[src/rtl/core/hfc_pkg.sv]
// Package with shared types, constants and the CRC byte update for the HDLC frame checker.
`timescale 1ns / 1ps
package hfc_pkg;

  localparam int unsigned MaxUnescapedDefault = 256;
  localparam logic [7:0]  FlagByte = 8'h7E;
  localparam logic [7:0]  EscByte  = 8'h7D;
  localparam logic [7:0]  EscXor   = 8'h20;
  localparam logic [15:0] CrcPoly  = 16'h1021;
  localparam logic [15:0] CrcInit  = 16'hFFFF;

  // Raw byte count saturates at 4; a frame needs at least that many.
  localparam int unsigned RawCntW   = 3;
  localparam int unsigned MinRawLen = 4;

  typedef enum logic {
    CMD_DATA,
    CMD_END
  } cmd_kind_e;

  typedef enum logic [1:0] {
    ST_OK       = 2'd0,
    ST_FORMAT   = 2'd1,
    ST_TOO_LONG = 2'd2,
    ST_CRC      = 2'd3
  } status_e;

  // One request from the front to the back.
  typedef struct packed {
    cmd_kind_e  kind;
    logic [7:0] data;     // unescaped byte for CMD_DATA
    logic       fmt_err;  // short frame or bad flag, CMD_END only
    logic       esc_open; // frame ended right after an escape, CMD_END only
  } cmd_t;

  function automatic logic [15:0] crc_byte(input logic [15:0] crc_in, input logic [7:0] b);
    logic [15:0] crc;
    crc = crc_in ^ {b, 8'h00};
    for (int k = 0; k < 8; k++) begin
      if (crc[15]) begin
        crc = {crc[14:0], 1'b0} ^ CrcPoly;
      end else begin
        crc = {crc[14:0], 1'b0};
      end
    end
    return crc;
  endfunction

endpackage

[src/rtl/core/hfc_front.sv]
// Front end: takes raw bytes, checks flags, strips escapes and issues requests.
`timescale 1ns / 1ps
module hfc_front (
  input  logic         clk_i,
  input  logic         rst_ni,
  input  logic         in_valid_i,
  output logic         in_ready_o,
  input  logic [7:0]   in_data_i,
  input  logic         in_last_i,
  input  logic         q_full_i,
  output logic         cmd_valid_o,
  output hfc_pkg::cmd_t cmd_o
);
  import hfc_pkg::*;

  logic [RawCntW-1:0] raw_cnt_q, raw_cnt_d;
  logic               open_ok_q, open_ok_d;
  logic               esc_q, esc_d;
  logic               accept;
  logic               first;
  logic               open_now;

  assign in_ready_o = !q_full_i;
  assign accept     = in_valid_i && !q_full_i;
  assign first      = (raw_cnt_q == '0);
  assign open_now   = first ? (in_data_i == FlagByte) : open_ok_q;

  always_comb begin
    raw_cnt_d   = raw_cnt_q;
    open_ok_d   = open_ok_q;
    esc_d       = esc_q;
    cmd_valid_o = 1'b0;
    cmd_o.kind     = CMD_DATA;
    cmd_o.data     = in_data_i;
    cmd_o.fmt_err  = 1'b0;
    cmd_o.esc_open = esc_q;
    if (accept) begin
      if (in_last_i) begin
        cmd_valid_o   = 1'b1;
        cmd_o.kind    = CMD_END;
        cmd_o.fmt_err = (raw_cnt_q < RawCntW'(MinRawLen - 1)) || !open_now ||
                        (in_data_i != FlagByte);
        raw_cnt_d     = '0;
        open_ok_d     = 1'b0;
        esc_d         = 1'b0;
      end else begin
        if (raw_cnt_q < RawCntW'(MinRawLen)) begin
          raw_cnt_d = raw_cnt_q + RawCntW'(1);
        end
        if (first) begin
          open_ok_d = open_now;
        end else if (esc_q) begin
          esc_d       = 1'b0;
          cmd_valid_o = 1'b1;
          cmd_o.data  = in_data_i ^ EscXor;
        end else if (in_data_i == EscByte) begin
          esc_d = 1'b1;
        end else begin
          cmd_valid_o = 1'b1;
        end
      end
    end
  end

  always_ff @(posedge clk_i or negedge rst_ni) begin
    if (!rst_ni) begin
      raw_cnt_q <= '0;
      open_ok_q <= 1'b0;
      esc_q     <= 1'b0;
    end else begin
      raw_cnt_q <= raw_cnt_d;
      open_ok_q <= open_ok_d;
      esc_q     <= esc_d;
    end
  end

endmodule

[src/rtl/core/hfc_queue.sv]
// Two-entry request queue between the front end and the back end.
`timescale 1ns / 1ps
module hfc_queue (
  input  logic          clk_i,
  input  logic          rst_ni,
  input  logic          push_i,
  input  hfc_pkg::cmd_t push_cmd_i,
  output logic          full_o,
  output logic          pop_valid_o,
  input  logic          pop_i,
  output hfc_pkg::cmd_t pop_cmd_o
);
  import hfc_pkg::*;

  cmd_t       mem_q [2];
  logic       wr_ptr_q, wr_ptr_d;
  logic       rd_ptr_q, rd_ptr_d;
  logic [1:0] cnt_q, cnt_d;
  logic       do_push, do_pop;

  assign full_o      = (cnt_q == 2'd2);
  assign pop_valid_o = (cnt_q != 2'd0);
  assign pop_cmd_o   = mem_q[rd_ptr_q];
  assign do_push     = push_i && !full_o;
  assign do_pop      = pop_i && pop_valid_o;

  always_comb begin
    wr_ptr_d = wr_ptr_q ^ do_push;
    rd_ptr_d = rd_ptr_q ^ do_pop;
    cnt_d    = cnt_q + {1'b0, do_push} - {1'b0, do_pop};
  end

  always_ff @(posedge clk_i) begin
    if (do_push) begin
      mem_q[wr_ptr_q] <= push_cmd_i;
    end
  end

  always_ff @(posedge clk_i or negedge rst_ni) begin
    if (!rst_ni) begin
      wr_ptr_q <= 1'b0;
      rd_ptr_q <= 1'b0;
      cnt_q    <= '0;
    end else begin
      wr_ptr_q <= wr_ptr_d;
      rd_ptr_q <= rd_ptr_d;
      cnt_q    <= cnt_d;
    end
  end

endmodule

[src/rtl/core/hfc_back.sv]
// Back end: holds back two bytes, runs the CRC and builds the frame status.
`timescale 1ns / 1ps
module hfc_back #(
  parameter int unsigned MaxUnescaped = hfc_pkg::MaxUnescapedDefault
) (
  input  logic          clk_i,
  input  logic          rst_ni,
  input  logic          cmd_valid_i,
  input  hfc_pkg::cmd_t cmd_i,
  output logic          cmd_pop_o,
  output logic          out_valid_o,
  input  logic          out_ready_i,
  output logic [1:0]    out_status_o,
  output logic [7:0]    out_length_o,
  output logic [15:0]   out_crc_o
);
  import hfc_pkg::*;

  localparam int unsigned CntW = $clog2(MaxUnescaped + 1);

  logic [CntW-1:0] cnt_q, cnt_d;
  logic            ovf_q, ovf_d;
  logic [15:0]     crc_q, crc_d;
  logic [7:0]      held_q [2];
  logic [7:0]      held_d [2];
  logic            out_valid_q, out_valid_d;
  status_e         status_q, status_d;
  logic [7:0]      length_q, length_d;
  logic [15:0]     rcv_q, rcv_d;
  logic            pop;
  logic [15:0]     rcv;
  logic [CntW-1:0] plen_full;

  // An end request waits for the output register; data requests never wait.
  assign pop       = cmd_valid_i && ((cmd_i.kind == CMD_DATA) || !out_valid_q || out_ready_i);
  assign cmd_pop_o = pop;
  assign rcv       = {held_q[1], held_q[0]};
  assign plen_full = cnt_q - CntW'(2);

  always_comb begin
    cnt_d       = cnt_q;
    ovf_d       = ovf_q;
    crc_d       = crc_q;
    held_d      = held_q;
    out_valid_d = out_valid_q && !out_ready_i;
    status_d    = status_q;
    length_d    = length_q;
    rcv_d       = rcv_q;
    if (pop) begin
      if (cmd_i.kind == CMD_DATA) begin
        if (!ovf_q) begin
          if (cnt_q >= CntW'(MaxUnescaped)) begin
            ovf_d = 1'b1;
          end else begin
            if (cnt_q >= CntW'(2)) begin
              crc_d = crc_byte(crc_q, held_q[0]);
            end
            held_d[0] = held_q[1];
            held_d[1] = cmd_i.data;
            cnt_d     = cnt_q + CntW'(1);
          end
        end
      end else begin
        out_valid_d = 1'b1;
        length_d    = '0;
        rcv_d       = '0;
        if (cmd_i.fmt_err) begin
          status_d = ST_FORMAT;
        end else if (ovf_q) begin
          status_d = ST_TOO_LONG;
        end else if (cmd_i.esc_open || (cnt_q < CntW'(3))) begin
          status_d = ST_FORMAT;
        end else begin
          rcv_d = rcv;
          if (crc_q != rcv) begin
            status_d = ST_CRC;
          end else begin
            status_d = ST_OK;
            length_d = (plen_full > CntW'(255)) ? 8'hFF : 8'(plen_full);
          end
        end
        // Clear frame state for the next frame.
        cnt_d     = '0;
        ovf_d     = 1'b0;
        crc_d     = CrcInit;
        held_d[0] = '0;
        held_d[1] = '0;
      end
    end
  end

  always_ff @(posedge clk_i or negedge rst_ni) begin
    if (!rst_ni) begin
      cnt_q       <= '0;
      ovf_q       <= 1'b0;
      crc_q       <= CrcInit;
      out_valid_q <= 1'b0;
    end else begin
      cnt_q       <= cnt_d;
      ovf_q       <= ovf_d;
      crc_q       <= crc_d;
      out_valid_q <= out_valid_d;
    end
  end

  always_ff @(posedge clk_i) begin
    held_q   <= held_d;
    status_q <= status_d;
    length_q <= length_d;
    rcv_q    <= rcv_d;
  end

  assign out_valid_o  = out_valid_q;
  assign out_status_o = status_q;
  assign out_length_o = length_q;
  assign out_crc_o    = rcv_q;

endmodule

[src/rtl/core/hdlc_frame_checker_unit.sv]
// Top level of the HDLC frame checker: front end, request queue and back end.
// Path: with the output register free, a closing byte is first written into the request
// queue and its status is then registered in the output register.
// Throughput: one byte per cycle while the queue is not full; the back end takes one
// queued request per cycle, and only an end-of-frame request waits on the output register.
// Reset: asynchronous, active low; clears frame state, queue and output valid.
`timescale 1ns / 1ps
module hdlc_frame_checker_unit #(
  parameter int unsigned MaxUnescaped = hfc_pkg::MaxUnescapedDefault
) (
  input  logic        clk_i,
  input  logic        rst_ni,
  input  logic        s_axis_tvalid,
  output logic        s_axis_tready,
  input  logic [7:0]  s_axis_tdata,   // [7:0] data_byte
  input  logic        s_axis_tlast,   // frame_end
  output logic        m_axis_tvalid,
  input  logic        m_axis_tready,
  output logic [31:0] m_axis_tdata    // [1:0] status, [9:2] payload_length,
                                      // [25:10] frame_fcs, [31:26] zero
);
  import hfc_pkg::*;

  logic        cmd_valid;
  cmd_t        cmd;
  logic        q_full;
  logic        q_valid;
  logic        q_pop;
  cmd_t        q_cmd;
  logic [1:0]  status;
  logic [7:0]  length;
  logic [15:0] crc_rcv;

  hfc_front u_front (
    .clk_i       (clk_i),
    .rst_ni      (rst_ni),
    .in_valid_i  (s_axis_tvalid),
    .in_ready_o  (s_axis_tready),
    .in_data_i   (s_axis_tdata),
    .in_last_i   (s_axis_tlast),
    .q_full_i    (q_full),
    .cmd_valid_o (cmd_valid),
    .cmd_o       (cmd)
  );

  hfc_queue u_queue (
    .clk_i       (clk_i),
    .rst_ni      (rst_ni),
    .push_i      (cmd_valid),
    .push_cmd_i  (cmd),
    .full_o      (q_full),
    .pop_valid_o (q_valid),
    .pop_i       (q_pop),
    .pop_cmd_o   (q_cmd)
  );

  hfc_back #(
    .MaxUnescaped (MaxUnescaped)
  ) u_back (
    .clk_i        (clk_i),
    .rst_ni       (rst_ni),
    .cmd_valid_i  (q_valid),
    .cmd_i        (q_cmd),
    .cmd_pop_o    (q_pop),
    .out_valid_o  (m_axis_tvalid),
    .out_ready_i  (m_axis_tready),
    .out_status_o (status),
    .out_length_o (length),
    .out_crc_o    (crc_rcv)
  );

  assign m_axis_tdata = {6'b0, crc_rcv, length, status};

endmodule

[config.mk]
export PLATFORM = sky130hd
export DESIGN_NAME = hdlc_frame_checker_unit
export DESIGN_NICKNAME = d
export VERILOG_FILES = /design/src/rtl/core/hfc_pkg.sv /design/src/rtl/core/hfc_front.sv /design/src/rtl/core/hfc_queue.sv /design/src/rtl/core/hfc_back.sv /design/src/rtl/core/hdlc_frame_checker_unit.sv
export SDC_FILE = /design/constraint.sdc
export NUM_CORES = 1
export LEC_CHECK = 0
export BUFFER_PORTS_ARGS = -buffer_cell sky130_fd_sc_hd__buf_2
export CORE_UTILIZATION = 31
export CTS_BUF_LIST = sky130_fd_sc_hd__clkbuf_2
export CTS_CLUSTER_DIAMETER = 150
export DETAILED_ROUTE_END_ITERATION = 6
export SYNTH_ARGS = -nofsm -noshare
export SYNTH_HDL_FRONTEND = slang
export SYNTH_HIERARCHICAL = 1
export SYNTH_SLANG_ARGS = --single-unit
[constraint.sdc]
create_clock -name clk_i -period 3.2 [get_ports clk_i]
set_input_delay 0.16 -clock clk_i [delete_from_list [all_inputs] [get_ports clk_i]]
set_output_delay 0.16 -clock clk_i [all_outputs]
set_load 0.05 [all_outputs]
==> impl_metrics.ini, run 1 <==
[clock_tree]
cts_tree = yes
numCtsBuffers = 9
cts_resized = 0
postCtsSetupBuffers = 0
clk_pin_slew_ns = 0.27
worstSkewPairLatency_ns = 0.60
clock-sinks = 100
cts.htree.levels = 3
cts-root-buf = clkbuf_2
clockBufferDepth = 2

[setup_path]
regToRegSetupSlack_ns = 0.70
worstSetupStartpointType = register
required_ns = 3.45
arrival_ns = 2.74
end_kind = register
critPathKind = register to register
critPathMaxFanout = 22

[power]
power.internal_mw = 3.18
p_per_area_mw_per_mm2 = 1000
p_clk_share_pct = 11.1
comb_power_share_pct = 47.7
swShare_pct = 42.3
power.total_mw = 5.51
p_leak_nw = 2.12
sequentialPowerShare_pct = 41.3
power_switching_mw = 2.33
vdd_drop_max_mv = 0.321

[synthesis]
synthFlopType = edfxtp_1
synthArstFlopShare_pct = 36.0
ys_ff_latch = 100
ys_warn_count = 6
synth_cell_types = 49
synth_edf_count = 64
seq_area_frac_synth_pct = 58.0
synth_area_mm2 = 0.00490
syn_avg_cell_area_um2 = 12.7
syn-instance-count = 386

[floorplan]
die_h_um = 128
dieWidth_um = 128
start_util_pct = 32.0
io_pins = 47
dieArea_mm2 = 0.0163
rows = 45
design.core.area_mm2 = 0.0153

[timing]
setup_viol = 0
timing.final.ws_setup_ns = 0.705
rsz0062_at_grt = no
drv_slew = 0
finalSetupTns_ns = 0
worstMarginPinSlew_ns = 0.881
min_period_ns = 2.50
timing.fmax_mhz = 401
finalCritPeriodShare_pct = 78.0
hold_violations = 0
max-slew-margin-rel_pct = 41.3
skew_ns = 0.0324

[grt]
grt_pass1_wl_um = 14700
grt_pass1_vias = 2938
track_usage_pct = 11.7
antenna_found_initial = 1
grt_overflow_total = 0
grt_max_degree = 37

[worst_hold_path]
hp-class = input pin to asynchronous set/reset pin

[placement]
place_worst_setup_slack_ns = 0.759
hpwl_um = 6290
globalplace.congestion = 0.806
io_buffers = 40

[final_layout]
area_growth_pct = 12.2
layout_commonest_cell = edfxtp_1
mostFrequentLayoutCells = edfxtp_1, xnor2_1, buf_2, and2_1, dfrtp_1
fin_nets = 458
fin_util_pct = 35.9
drive_gt1_share_pct = 21.9

[route]
drtAntennaViolNets = 0
drt_iter0_drc = 154
wl_per_cell_um = 13.4
vias = 2924
drt_drc_violations_left = 0
first_pass_iters = 4
routed_wirelength_um = 8720
vias_per_cell = 4.50

[run]
max-cap-violations = 0

[run_status]
status = completed
## logic make-up (layout without fill, tap and decap cells)
logic type	Yosys count	count (layout)	synth area share (%)
and+or+nand+nor	110	110	12.8
buffers and inverters	44	91	4.83
DFF	100	100	58.0
AOI/OAI and AO/OA	52	52	7.92
muxes	12	12	3.45
other	1	7	0.0765
adders and majority gates	12	12	3.06
xor gates and xnor gates	55	55	9.83
## final timing paths
| kind | startpoint | end | depth (start not counted) |
|---|---|---|---|
| worst max-delay path | u_queue/rd_ptr_q | u_back/held_q[14] | 5 |
| worst min-delay path | rst_ni | u_back/cnt_q[6] | 2 |
| worst max register to register | u_queue/rd_ptr_q | u_back/held_q[14] | 5 |
| worst min register to register | u_back/crc_q[14] | u_back/crc_q[14] | 1 |
| max in group asynchronous | rst_ni | u_queue/wr_ptr_q | 2 |
| min in group clk_i | s_axis_tdata[7] | u_queue/mem_q[1][9] | 2 |
## worst max-delay path, cell delays in order (launching register included)
cell	delay [ns]
dfrtp_1	0.41
mux2_2	0.50
nor3_1	0.43
a21o_1	0.23
nand2_1	0.11
inv_1	0.47
## what timing repair did
action | CTS | global route
setup endpoints to repair | 0 | 0
endpoints found under the hold margin | 43 | 0
hold buffers | 13 | 0
## power by group through the flow
stage	Sequential (mW)	Clock, mW	Combinational [mW]
final	2.27	0.610	2.63
after global routing	2.34	0.687	2.89
after CTS	2.28	0.646	2.66
after detailed placement	2.32	0	2.63
after global placement	2.30	0	2.59
after floorplan	2.63	0	1.75
## synth_stat cells (all sizes together), types with 2 or more instances
cell type	n	area [um2]
a22o	2	17.5
clkbuf	6	22.5
buf	20	146
nor4	2	12.5
a31oi	5	31.3
nand2	15	56.3
edfxtp	64	1920
a2bb2oi	11	96.3
a21o	2	15.0
dfrtp	20	500
and2	20	125
nor2	17	63.8
inv	18	67.6
xor2	10	87.6
nor3	5	25.0
o21a	3	22.5
or2	2	12.5
xnor2	45	394
nor2b	20	125
mux2	12	169
nand4	8	50.1
ha	12	150
a21oi	11	55.1
nor4b	3	26.3
nand3	3	15.0
o22a	6	52.6
dfstp	16	420
nand2b	8	50.1
o21ai	4	20.0
## area by class of cell
class,instances,area [um2]
Antenna cell,1,2.50
Timing Repair Buffer,57,360
Inverter,18,67.6
Multi-Input combinational cell,247,1840
Clock buffer,9,45.0
Clock inverter,7,75.1
Fill cell,1542,9820
Tap cell,211,264
Sequential cell,100,2840
## metrics by stage
stage,area (um2),hold slack [ns],instances
floorplan,4920,-0.136,391
global route,5500,0.162,650
detailed placement,5250,0.336,620
finish,5500,0.160,650
global placement,5250,0.328,620
CTS,5500,0.146,649
## metal layers
metal | vias up | part of all wire [%] | track usage (%) | wire length [um]
met1 | 1417 | 47 | 15.3 | 4110
met3 | 9 | 5.0 | 4.05 | 439
met2 | 68 | 46 | 18.4 | 4030
met5 | - | 0 | 0 | 0
met4 | 0 | 1.5 | 3.53 | 131
li1 | 1430 | - | - | -
## flip-flops by register name (all words and copies together) (netlist names)
name,cells
u_back/cnt_q,9
u_back/crc_q,16
u_back/held_q,16
u_back/out_crc_o,16
u_back/out_length_o,8
u_back/out_status_o,2
u_back/out_valid_o,1
u_back/ovf_q,1
u_front/esc_q,1
u_front/open_ok_q,1
u_front/raw_cnt_q,3
u_queue/cnt_q,2
u_queue/mem_q,22
u_queue/rd_ptr_q,1
u_queue/wr_ptr_q,1
Note: power is estimated with default switching activity, not from simulation.
==> inputs of run 2 (changes only) <==
clock period = 2.16 ns   (was 3.2 ns; I/O delays follow)
==> run 2 against run 1 <==
- count of clock-buffer cells in the layout increased by 3
- clock power up 21%
- sequential power rose by 47%
- non-clock buffer count increased by 21
- die area unchanged
- critical path type unchanged
- critical endpoint is now u_back/out_length_o[1]
- largest cell class unchanged
- largest power group unchanged
==> impl_metrics.ini, run 2 (synthesis gave the netlist of run 1 again) <==
[route]
drtAntennaViolNets = 0
drt_drc_violations_left = 0
first_pass_iters = 4
drt_iter0_drc = 178
routed_wirelength_um = 8980
vias_per_cell = 4.46
wl_per_cell_um = 13.4
vias = 2993

[floorplan]
die_h_um = 128
design.core.area_mm2 = 0.0153
dieArea_mm2 = 0.0163
io_pins = 47
start_util_pct = 32.0
rows = 45
dieWidth_um = 128

[clock_tree]
clock-sinks = 100
cts_tree = yes
cts.htree.levels = 3
worstSkewPairLatency_ns = 0.58
cts-root-buf = clkbuf_2
numCtsBuffers = 9
clk_pin_slew_ns = 0.26
clockBufferDepth = 2

[final_layout]
top_register = u_queue/mem_q
mostFrequentLayoutCells = edfxtp_1, xnor2_1, buf_2, buf_4, and2_1
layout_commonest_cell = edfxtp_1
fin_nets = 479
largest_register_ff_count = 22
drive_gt1_share_pct = 27.7
area_growth_pct = 16.3
fin_util_pct = 37.2

[timing]
drv_slew = 0
min_period_ns = 2.08
hold_violations = 0
hold_slack_ns = 0.145
worstMarginPinSlew_ns = 0.887
max-slew-margin-rel_pct = 40.9
finalSetupTns_ns = 0
rsz0062_at_grt = yes
timing.final.ws_setup_ns = 0.0758
skew_ns = 0.0331
timing.fmax_mhz = 480
finalCritPeriodShare_pct = 96.5
setup_viol = 0

[worst_hold_path]
hp-class = input pin to asynchronous set/reset pin

[grt]
grt_pass1_wl_um = 14700
grt_pass1_vias = 2931
grt_max_degree = 37
antenna_found_initial = 1
track_usage_pct = 11.8
grt_overflow_total = 0

[placement]
hpwl_um = 6380
place_worst_setup_slack_ns = 0.0480
globalplace.congestion = 0.804
io_buffers = 40

[setup_path]
critPathMaxFanout = 7
end_kind = register
worstSetupStartpointType = register
arrival_ns = 2.53
timing.rr.start = u_back/cnt_q[4]
crit_path_start = u_back/cnt_q[4]
critPathKind = register to register
required_ns = 2.61

[run]
max-cap-violations = 0

[power]
p_per_area_mw_per_mm2 = 1480
p_leak_nw = 2.25
vdd_drop_max_mv = 0.547

[run_status]
status = completed
run 2: final cells by class:
cell class                 count  area, um2
multi-input combinational    247       1910
fill                        1519       9620
clock buffer                  12       60.1
timing repair buffer          78        531
tap                          211        264
inverter                      18       67.6
sequential                   100       2840
clock inverter                 4       17.5
antenna                        1       2.50
run 2: path summary, 6_finish.rpt:
path | endpoint | slack [ns] | cells after the start
worst max-delay path | u_back/out_length_o[1] | 0.08 | 5
worst min-delay path | u_back/cnt_q[7] | 0.14 | 2
worst max register to register | u_back/out_length_o[1] | 0.08 | 5
worst min register to register | u_back/crc_q[13] | 0.54 | 1
max in group asynchronous | u_back/cnt_q[4] | 1.41 | 2
min in group clk_i | u_queue/mem_q[1][9] | 0.28 | 2
run 2: power by group:
| group | switching [mW] | internal, mW | leakage (nW) |
|---|---|---|---|
| Sequential | 0.432 | 2.89 | 1.04 |
| Clock | 0.586 | 0.155 | 0.0608 |
| Combinational | 2.51 | 1.84 | 1.14 |
| Total | 3.53 | 4.89 | 2.25 |
run 2: what timing repair did:
action	4_1_cts	5_1_grt
endpoints found under the setup margin	1	41
pin swaps	0	2
setup buffers	3	0
hold buffers	13	0
gates resized for setup	0	17
hold endpoints to repair	46	0
run 2: stage by stage:
step / total power, mW / instances / instance area, um2
floorplan: 6.49 / 391 / 4920
global placement: 7.45 / 638 / 5390
detailed placement: 7.54 / 638 / 5390
CTS: 8.36 / 670 / 5620
global route: 8.99 / 671 / 5700
finish: 8.42 / 671 / 5700
run 2: critical path, cell delays in order (launching register included):
cell and delay (ns):
dfrtp_2 0.50, or3_4 0.37, a2111oi_4 0.32, a31oi_1 0.08, or4_4 0.52, a31oi_2 0.18
run 2: metal layers:
layer	up-vias	track usage, %	routed length, um	part of all wire (%)
li1	1477	-	-	-
met1	1433	15.8	4430	49
met2	69	18.1	4000	45
met3	14	3.88	407	4.5
met4	0	3.88	148	1.6
met5	-	0	0	0
